`src/qrs_pkg.sv`:
```
`default_nettype none
package qrs_pkg;

  localparam int WORD_BITS = 32;
  localparam int FRAC_BITS = 16;
  // magnitude of a word: -2^(W-1) still fits unsigned
  localparam int MAG_BITS = WORD_BITS;
  localparam int PROD_BITS = 2 * MAG_BITS;
  localparam int DISC_BITS = 2 * WORD_BITS + 1;
  localparam int ROOT_BITS = WORD_BITS + 1;
  localparam int RAD_BITS = 2 * ROOT_BITS;
  localparam int NUM_BITS = WORD_BITS + 2;
  localparam int DEN_BITS = WORD_BITS + 1;
  localparam int QUO_BITS = NUM_BITS + FRAC_BITS;
  localparam int FIFO_DEPTH = 4;
  localparam int FIFO_PTR_BITS = $clog2(FIFO_DEPTH);

  typedef enum logic [1:0] {
    KIND_NONE   = 2'd0,
    KIND_LINEAR = 2'd1,
    KIND_QUAD   = 2'd2
  } kind_t;

  typedef struct packed {
    logic signed [WORD_BITS-1:0] coef_a;
    logic signed [WORD_BITS-1:0] coef_b;
    logic signed [WORD_BITS-1:0] coef_c;
  } in_word_t;

  typedef struct packed {
    logic [1:0]                  root_count;
    logic signed [WORD_BITS-1:0] first_real;
    logic signed [WORD_BITS-1:0] first_imag;
    logic signed [WORD_BITS-1:0] second_real;
    logic signed [WORD_BITS-1:0] second_imag;
    logic                        overflow;
  } out_word_t;

  typedef struct packed {
    kind_t               kind;
    logic                a_neg;
    logic                b_neg;
    logic                c_neg;
    logic [MAG_BITS-1:0] a_mag;
    logic [MAG_BITS-1:0] b_mag;
    logic [MAG_BITS-1:0] c_mag;
  } front_word_t;

  typedef struct packed {
    front_word_t fw;
    logic        d_neg;
  } sq_side_t;

  typedef struct packed {
    kind_t kind;
    logic  d_neg;
    logic  q1_neg;
    logic  q2_neg;
  } div_side_t;

  typedef struct packed {
    logic [NUM_BITS-1:0] n1;
    logic [NUM_BITS-1:0] n2;
    logic [DEN_BITS-1:0] den;
  } div_in_t;

endpackage
`default_nettype wire

```
`src/qrs_fifo.sv`:
```
`default_nettype none
module qrs_fifo (
  input  wire logic                 clk,
  input  wire logic                 rst,
  input  wire logic                 push,
  input  wire qrs_pkg::front_word_t push_word,
  output logic                      full,
  input  wire logic                 pop,
  output qrs_pkg::front_word_t      head,
  output logic                      empty
);

  qrs_pkg::front_word_t             mem [qrs_pkg::FIFO_DEPTH];
  logic [qrs_pkg::FIFO_PTR_BITS-1:0] wr_ptr;
  logic [qrs_pkg::FIFO_PTR_BITS-1:0] rd_ptr;
  logic [qrs_pkg::FIFO_PTR_BITS:0]   count;

  assign full  = count == (qrs_pkg::FIFO_PTR_BITS + 1)'(qrs_pkg::FIFO_DEPTH);
  assign empty = count == '0;
  assign head  = mem[rd_ptr];

  always_ff @(posedge clk) begin
    if (rst) begin
      wr_ptr <= '0;
      rd_ptr <= '0;
      count  <= '0;
    end else begin
      if (push) begin
        wr_ptr <= wr_ptr + 1'b1;
      end
      if (pop) begin
        rd_ptr <= rd_ptr + 1'b1;
      end
      if (push && !pop) begin
        count <= count + 1'b1;
      end else if (pop && !push) begin
        count <= count - 1'b1;
      end
    end
  end

  always_ff @(posedge clk) begin
    if (push) begin
      mem[wr_ptr] <= push_word;
    end
  end

endmodule
`default_nettype wire

```
`config.mk`:
```
export PLATFORM = sky130hd
export DESIGN_NAME = qrs_fifo
export DESIGN_NICKNAME = d
export VERILOG_FILES = /design/src/qrs_pkg.sv /design/src/qrs_fifo.sv
export SDC_FILE = /design/constraint.sdc
export NUM_CORES = 1
export LEC_CHECK = 0
export BUFFER_PORTS_ARGS = -buffer_cell sky130_fd_sc_hd__buf_2
export CORE_ASPECT_RATIO = 1.4
export CORE_MARGIN = 2
export CORE_UTILIZATION = 59
export CTS_BUF_LIST = sky130_fd_sc_hd__clkbuf_8
export DETAILED_ROUTE_END_ITERATION = 8
export PLACE_DENSITY = 0.81
export SLEW_MARGIN = 40
export SYNTH_ARGS = -nofsm -noshare
export SYNTH_HDL_FRONTEND = slang
export SYNTH_SLANG_ARGS = --single-unit
```
`constraint.sdc`:
```
create_clock -name clk -period 3.95 [get_ports clk]
set_clock_uncertainty 0.05 [all_clocks]
set_input_delay 0.5925 -clock clk [delete_from_list [all_inputs] [get_ports clk]]
set_output_delay 0.5925 -clock clk [all_outputs]
set_load 0.05 [all_outputs]
```
==> metrics.md <==
| Metric | Value |
|---|---|
| Critical path peak fanout | `43` |
| Crit-path max cell delay | `between 600 and 700 ps` |
| FP Rows | `approximately 70` |
| Synth-to-layout area growth | `16.3%` |
| First-pass GRT wire length | `40,900 microns` |
| Crit path required time | `3310 ps` |
| Drt wl/cell | `around 23 microns` |
| Ratio of cells with drive above 1 in the final layout | `0.459` |
| Hold-fix buffers, CTS | `0` |
| Synth area leaders | `edfxtp_1 81%, mux4_2 15%, dfxtp_1 1.2%` |
| Largest net degree at the start of global routing | `57` |
| TritonCTS clock tree | `yes` |
| Die Area | `0.0267 sq mm` |
| Via density | `5.69` |
| Max-cap viol count | `0` |
| Critical path cell sequence | `buf_12, mux4_2, buf_2` |
| Clk Latency, worst-skew pair | `570 ps` |
| Tmin final | `3140 ps` |
| Pre-CTS setup slack | `1370 ps` |
| Final non-filler cell total | `between 1,000 and 1,500` |
| Die width | `139 microns` |
| Flops & latches, synth | `413` |
| Setup_tns | `0 ps` |
| Total gr overflow | `0` |
| Clock buffer depth | `3` |
| Post-Synthesis Cells | `571` |
| Routed Antenna Nets | `0` |
| Fmax | `roughly 320 MHz` |
| Postcts setup bufs | `0` |
| Syn nets | `about 680` |
| Core ar. | `0.0252 sq mm` |
| Placed Area | `between 0.015 and 0.02 sq mm` |
| Initial Util | `0.595` |
| Tcrit/Tclk final | `0.795` |
| Dpl hpwl | `around 17,000 microns` |
| DR vias | `6,811` |
| Slew margin rel. | `0.476` |
| Slowest CP cell | `dfxtp_4` |
| Vias in the first global route | `roughly 7,400` |
| Share of the synthesized area in the top cell type | `0.808` |
| Syn_area_per_cell | `26.3 sq um` |
| Final instance area | `0.0175 sq mm` |
| Overall routing resource usage | `0.205` |
| Root Driver | `clkbuf_8` |
| YS warnings | `0` |
| Slew Limit Fails | `0` |
| Post-CTS Resized | `0` |
| # placed instances | `between 1,000 and 1,500` |
| Fin worst setup slack | `around 800 ps` |
| Commonest non-fill, non-tap cell in the layout | `edfxtp_1` |
| I/O pins | `208` |
| Drt total wl | `27,600 microns` |
| LEAKAGE | `0.00592 uW` |
| Synth area leader | `edfxtp_1` |
| DRC violations left | `0` |
| Inserted Clock Buffers | `54` |
| CP bufs+invs | `2` |
| Synth cell types | `20` |
| Commonest non-fill, non-tap cells in the layout | `404 x edfxtp_1, 207 x buf_2, 101 x mux4_2, 55 x clkbuf_8, 18 x clkinv_1` |
| CP Capture Type | `primary output` |
| Critical path type | `reg -> out` |
| Worst min path class | `in -> reg` |
| RSZ-0062 raised after global routing | `no` |
| Seq/Total Area, Yosys | `0.820` |
| Least-Margin Pin Slew | `between 700 and 800 ps` |
| Die Ht | `around 190 microns` |
| Crit start category | `register` |
| Net count, final | `939` |
| Drt first-iter violations | `just over 500` |
| CP delay by family, top | `flip-flops` |
| Final core occ | `0.693` |
| Pwr dens | `~530 mW/mm^2` |
| Outcome | `finished clean` |
| Placer Congestion | `0.749` |
| DR pass1 iterations | `4` |
| Count of buffers from port buffering | `207` |
| Worst vdd ir | `around 400 uV` |
| Final-report hold violation count | `0` |
| Worst-path clk slew | `roughly 70 ps` |
| Post-Syn Area | `between 0.015 and 0.02 sq mm` |
| Fillers | `1,559` |
| Deepest level of the CTS H-tree | `2` |
| Antenna violations before repair | `6` |
| Clk sinks | `approximately 410` |
| CP arrival | `between 2000 and 3000 ps` |
| Final Setup Violations | `0` |
[synthesized netlist by cell type]
cell type,count
edfxtp_1,404
mux4_2,101
clkbuf_1,3
o21ai_0,1
fa_1,1
inv_1,4
xnor2_1,2
a21oi_1,1
ha_1,5
nor3b_1,1
and2_1,4
dfxtp_1,9
buf_2,10
mux2i_1,2
xor2_1,3
buf_6,10
nor2_1,7
or3_1,1
nand2_1,1
nor3_1,1
[report_power, final]
group | switching [uW] | internal, uW | total, uW
registers | 84.3 | 5030 | 5120
logic | 968 | 419 | 1390
clock network | 1420 | 1360 | 2790
total | 2480 | 6820 | 9290
[state kept, by name, summed over array words and instances (netlist names), named ones only]
register,cells
rd_ptr,2
mem,404
wr_ptr,2
count,3
[layout make-up]
| class | count | area, sq um | area share |
|---|---|---|---|
| tap | 319 | 399 | 0.0229 |
| timing repair buffer | 224 | 1230 | 0.0702 |
| antenna | 8 | 20.0 | 0.00115 |
| inverter | 4 | 15.0 | 0.000860 |
| sequential | 413 | 12300 | 0.706 |
| clock buffer | 55 | 757 | 0.0434 |
| multi-input combinational | 131 | 2510 | 0.144 |
| clock inverter | 42 | 206 | 0.0118 |
[cells by family after synthesis]
group / Yosys count / share of synthesized area
buffers and inverters: 27 / 0.0126
DFF: 413 / 0.820
AOI/OAI and AO/OA: 2 / 0.000666
adders and majority gates: 6 / 0.00550
and+or+nand+nor: 15 / 0.00492
xor gates and xnor gates: 5 / 0.00292
muxes: 103 / 0.153
[worst paths after layout]
| kind | depth (start not counted) | endpoint | from | slack, ps |
|---|---|---|---|---|
| max | 3 | head[75] | register | 810 |
| min | 1 | mem[0][25] | push_word[25] | 180 |
| max reg2reg | 4 | mem[0][73] | wr_ptr[1] | 1800 |
| min reg2reg | 2 | count[2] | count[2] | 450 |
[through the flow]
| stage | hold slack (ps) | power, uW |
|---|---|---|
| after floorplan | 416 | 6250 |
| after global placement | 429 | 6570 |
| after detailed placement | 443 | 6610 |
| after CTS | 129 | 9390 |
| after global routing | 136 | 9630 |
| final | 176 | 9290 |
[metal layers]
layer	share of wire	global-route usage	up-vias
met2	0.54	0.364	257
met5	0	0	-
met1	0.37	0.242	3514
li1	-	-	2992
met3	0.061	0.0481	48
met4	0.029	0.0886	0
No activity file was read; power rests on OpenSTA's default activity.
