$ cat config.mk
export PLATFORM = sky130hd
export DESIGN_NAME = qrs_front
export DESIGN_NICKNAME = d
export VERILOG_FILES = /design/src/qrs_pkg.sv /design/src/qrs_front.sv
export SDC_FILE = /design/constraint.sdc
export NUM_CORES = 1
export LEC_CHECK = 0
export BUFFER_PORTS_ARGS = -buffer_cell sky130_fd_sc_hd__buf_4
export CAP_MARGIN = 20
export CORE_ASPECT_RATIO = 0.8
export CORE_MARGIN = 2
export CORE_UTILIZATION = 40
export DETAILED_ROUTE_END_ITERATION = 8
export HOLD_SLACK_MARGIN = 0.08
export PLACE_DENSITY = 0.77
export SLEW_MARGIN = 20
export SYNTH_ARGS = -nofsm -noshare
export SYNTH_HDL_FRONTEND = slang
export SYNTH_SLANG_ARGS = --single-unit
export TNS_END_PERCENT = 10
$ cat constraint.sdc
create_clock -name clk -period 7.05 [get_ports clk]
set_clock_uncertainty 0.05 [all_clocks]
set_input_delay 1.7625 -clock clk [delete_from_list [all_inputs] [get_ports clk]]
set_output_delay 1.7625 -clock clk [all_outputs]
set_load 0.03 [all_outputs]
$ cat src/qrs_pkg.sv
`default_nettype none
package qrs_pkg;

  localparam int WORD_BITS = 32;
  localparam int FRAC_BITS = 16;
  // magnitude of a word: -2^(W-1) still fits unsigned
  localparam int MAG_BITS = WORD_BITS;
  localparam int PROD_BITS = 2 * MAG_BITS;
  localparam int DISC_BITS = 2 * WORD_BITS + 1;
  localparam int ROOT_BITS = WORD_BITS + 1;
  localparam int RAD_BITS = 2 * ROOT_BITS;
  localparam int NUM_BITS = WORD_BITS + 2;
  localparam int DEN_BITS = WORD_BITS + 1;
  localparam int QUO_BITS = NUM_BITS + FRAC_BITS;
  localparam int FIFO_DEPTH = 4;
  localparam int FIFO_PTR_BITS = $clog2(FIFO_DEPTH);

  typedef enum logic [1:0] {
    KIND_NONE   = 2'd0,
    KIND_LINEAR = 2'd1,
    KIND_QUAD   = 2'd2
  } kind_t;

  typedef struct packed {
    logic signed [WORD_BITS-1:0] coef_a;
    logic signed [WORD_BITS-1:0] coef_b;
    logic signed [WORD_BITS-1:0] coef_c;
  } in_word_t;

  typedef struct packed {
    logic [1:0]                  root_count;
    logic signed [WORD_BITS-1:0] first_real;
    logic signed [WORD_BITS-1:0] first_imag;
    logic signed [WORD_BITS-1:0] second_real;
    logic signed [WORD_BITS-1:0] second_imag;
    logic                        overflow;
  } out_word_t;

  typedef struct packed {
    kind_t               kind;
    logic                a_neg;
    logic                b_neg;
    logic                c_neg;
    logic [MAG_BITS-1:0] a_mag;
    logic [MAG_BITS-1:0] b_mag;
    logic [MAG_BITS-1:0] c_mag;
  } front_word_t;

  typedef struct packed {
    front_word_t fw;
    logic        d_neg;
  } sq_side_t;

  typedef struct packed {
    kind_t kind;
    logic  d_neg;
    logic  q1_neg;
    logic  q2_neg;
  } div_side_t;

  typedef struct packed {
    logic [NUM_BITS-1:0] n1;
    logic [NUM_BITS-1:0] n2;
    logic [DEN_BITS-1:0] den;
  } div_in_t;

endpackage
`default_nettype wire

$ cat src/qrs_front.sv
`default_nettype none
module qrs_front (
  input  wire logic               clk,
  input  wire logic               rst,
  input  wire qrs_pkg::in_word_t  item,
  input  wire logic               item_valid,
  output logic                    item_stall,
  output logic                    push,
  output qrs_pkg::front_word_t    push_word,
  input  wire logic               full
);

  logic                 fvalid;
  qrs_pkg::front_word_t fw;
  qrs_pkg::front_word_t fw_next;

  function automatic logic [qrs_pkg::MAG_BITS-1:0] mag_of(
    input logic [qrs_pkg::WORD_BITS-1:0] x
  );
    return x[qrs_pkg::WORD_BITS-1] ? (~x) + qrs_pkg::MAG_BITS'(1) : x;
  endfunction

  always_comb begin
    fw_next.a_neg = item.coef_a[qrs_pkg::WORD_BITS-1];
    fw_next.b_neg = item.coef_b[qrs_pkg::WORD_BITS-1];
    fw_next.c_neg = item.coef_c[qrs_pkg::WORD_BITS-1];
    fw_next.a_mag = mag_of(item.coef_a);
    fw_next.b_mag = mag_of(item.coef_b);
    fw_next.c_mag = mag_of(item.coef_c);
    if (item.coef_a != '0) begin
      fw_next.kind = qrs_pkg::KIND_QUAD;
    end else if (item.coef_b != '0) begin
      fw_next.kind = qrs_pkg::KIND_LINEAR;
    end else begin
      fw_next.kind = qrs_pkg::KIND_NONE;
    end
  end

  assign push       = fvalid && !full;
  assign item_stall = fvalid && full;
  assign push_word  = fw;

  always_ff @(posedge clk) begin
    if (rst) begin
      fvalid <= 1'b0;
    end else if (!fvalid || !full) begin
      fvalid <= item_valid;
    end
  end

  always_ff @(posedge clk) begin
    if (item_valid && !item_stall) begin
      fw <= fw_next;
    end
  end

endmodule
`default_nettype wire

==> flow_metrics.env <==
export IMPL_synth_edff_count=101
export IMPL_crit_buf_inv=2
export IMPL_die_area_um2=14200
export IMPL_final_setup_tns_ns=0
export IMPL_synthToLayoutAreaGrowth_pct=37.6
export IMPL_postRouteAntennaNets=0
export IMPL_worstSetupStartpoint="full"
export IMPL_yosys_area_top_type="edfxtp_1"
export IMPL_cts_tree="done"
export IMPL_cts_resized=0
export IMPL_ys_top_cells_by_count="edfxtp_1 (101), xnor2_1 (87), nand2_1 (33), o31ai_1 (30), o21ai_0 (21)"
export IMPL_diodes=0
export IMPL_first_global_vias=4119
export IMPL_num_rows=37
export IMPL_synthArstFlopShare_pct=0
export IMPL_max_slew_margin_pct=54.7
export IMPL_critPathKind="input port to primary output"
export IMPL_synth_seq_cells=102
export IMPL_synth_warnings=0
export IMPL_vias_per_cell=5.31
export IMPL_grt_total_usage_pct=18.7
export IMPL_vias=4261
export IMPL_cp_arrival_ns=2.25
export IMPL_wl_per_cell_um=17.0
export IMPL_crit_fanout=3
export IMPL_hp_start="fvalid$_SDFFE_PP0N_"
export IMPL_hold_path_class="register to register"
export IMPL_numCtsBuffers=9
export IMPL_grt_pass1_wl_um=21100
export IMPL_worst_pin_slew_ns=0.680
export IMPL_grt_overflow=0
export IMPL_drv_cap=0
export IMPL_path_common_cell="buf_4"
export IMPL_synth_most_common_cell="edfxtp_1"
export IMPL_layout_drive_gt1_share_pct=38.0
export IMPL_die_w_um=133
export IMPL_final_hold_viol_count=0
export IMPL_synthCells=420
export IMPL_grt_max_degree=54
export IMPL_h_tree_depth=3
export IMPL_clk_latency_ns=0.33
export IMPL_grt_antenna_before_repair=0
export IMPL_synth_area_leaders="edfxtp_1 (57%), xnor2_1 (14%), o31ai_1 (4.2%)"
export IMPL_drc=0
export IMPL_crit_path_end_kind="primary output"
export IMPL_timing_rr_start="fvalid$_SDFFE_PP0N_"
export IMPL_dominantRegCellSynth="edfxtp_1"
export IMPL_final_max_slew_viol_count=0
export IMPL_ctsRootBufferMaster="clkbuf_16"
export IMPL_critPathMaxStageDelay_ns=0.19
export IMPL_cts_sinks=102
export IMPL_core_area_um2=12900
export IMPL_nets=728
export IMPL_clk_pin_slew_ns=0.06
export IMPL_ys_types=36
export IMPL_post_route_period_util_pct=57.7
export IMPL_powerDensity_nw_per_um2=218
export IMPL_cp_required_ns=5.24
export IMPL_yosysSeqAreaShare_pct=57.4
export IMPL_rr_worst_depth=4
export IMPL_dp_hpwl_um=10600
export IMPL_syn_avg_cell_area_um2=12.7
export IMPL_hold_depth=3
export IMPL_start_util_pct=41.2
export IMPL_vdd_drop_max_v=0.000159
export IMPL_synth_top_cell_area_share_pct=57.0
export IMPL_drt_iter0_markers=215
export IMPL_cp_depth=3
export IMPL_dp_cells=786
export IMPL_crit_chain="buf_4, and2_1, buf_4"
export IMPL_die_h_um=107
export IMPL_setup_viol=0
export IMPL_netlist_area_um2=5320
export IMPL_rsz0062_at_grt="false"
export IMPL_fin_ws_ns=2.98
export IMPL_ios=203
export IMPL_p_leak_uw=0.00267
export IMPL_ctsHoldBuffers=0
export IMPL_period_needed_ns=4.07
export IMPL_finalWeightedCongestion=0.863
export IMPL_postRouteWirelength_um=13600
export IMPL_start_kind="input port"
export IMPL_dpl_cell_area_um2=7020
export IMPL_fmax_mhz=246
export IMPL_pre_cts_slack_ns=2.98
export IMPL_cp_top_family="buffers and inverters"
export IMPL_postCtsSetupBuffers=0
export IMPL_syn_nets=526
export IMPL_clockBufferDepth=2
export IMPL_stdcell_count=802
export IMPL_slowest_stage="and2_1"
export IMPL_drtPass1Iterations=4
export IMPL_fin_area_um2=7320
export IMPL_port_buffers=202
export IMPL_status="completed"
## stage by stage
stage	power [uW]	utilization (%)	hold slack, ns
final	1590	56.7	0.619
after global placement	1100	54.4	0.589
after detailed placement	1110	54.4	0.609
after floorplan	946	-	0.690
after CTS	1610	56.7	0.618
after global routing	1650	56.7	0.654
## sequential cells by signal, indices dropped and copies added, names as in the netlist
register / count
push_word: 101
fvalid: 1
## cells by family (layout without fill, tap and decap cells)
logic type / count (synthesis) / count (layout) / synth area share, %
AND/OR/NAND/NOR: 131 / 131 / 14.5
flip-flops: 102 / 102 / 57.4
XOR/XNOR: 87 / 87 / 14.3
AO/OA/AOI/OAI: 74 / 74 / 10.8
buffers and inverters: 20 / 227 / 1.58
adder cells (fa/ha/maj): 6 / 6 / 1.41
## cell usage in the layout (no fill, tap or decap), types with 6 or more instances in the layout
cell type / instances
nand2_1: 33
inv_1: 7
buf_4: 204
o21ai_0: 21
nor3_1: 10
edfxtp_1: 101
nand4_1: 8
o31ai_1: 30
ha_1: 6
nand3_1: 8
o41ai_1: 10
or3_1: 13
nor2_1: 13
nor4_1: 7
clkbuf_16: 9
nand2b_1: 8
o41ai_2: 7
xnor2_1: 87
or4_1: 8
nor4_2: 6
## tightest hold or removal path, delay by kind of cell, from the launching register on
kind / cells / cell delay, ns
flops: 1 / 0.31
simple gates: 3 / 0.32
## layout make-up
type / instances / area (um^2)
clock buffers: 11 / 243
well taps: 175 / 219
multi-input cells: 298 / 2190
clock inverters: 5 / 58.8
fillers: 1106 / 5590
repair buffers: 204 / 1530
flip-flops and latches: 102 / 3050
inverters: 7 / 26.3
## power breakdown
| part | internal, uW | switching, uW | leakage (uW) | total [uW] |
|---|---|---|---|---|
| sequential | 729 | 14.5 | 0.000985 | 744 |
| clock | 286 | 215 | 0.000142 | 501 |
| combinational | 142 | 207 | 0.00154 | 348 |
## path summary, 6_finish.rpt
kind                                                end  slack (ns)
worst max-delay path                         item_stall        2.98
worst min-delay path                fvalid$_SDFFE_PP0N_        0.62
worst max register to register  push_word[64]$_DFFE_PP_        4.82
worst min register to register      fvalid$_SDFFE_PP0N_        0.62
## metal layers
layer / up-vias / GRT usage [%] / wire, um
li1: 2020 / - / -
met1: 2042 / 23.2 / 5740
met2: 176 / 32.3 / 6720
met3: 23 / 4.35 / 877
met4: 0 / 6.14 / 265
met5: - / 0 / 0
(Power assumes the default switching activity.)
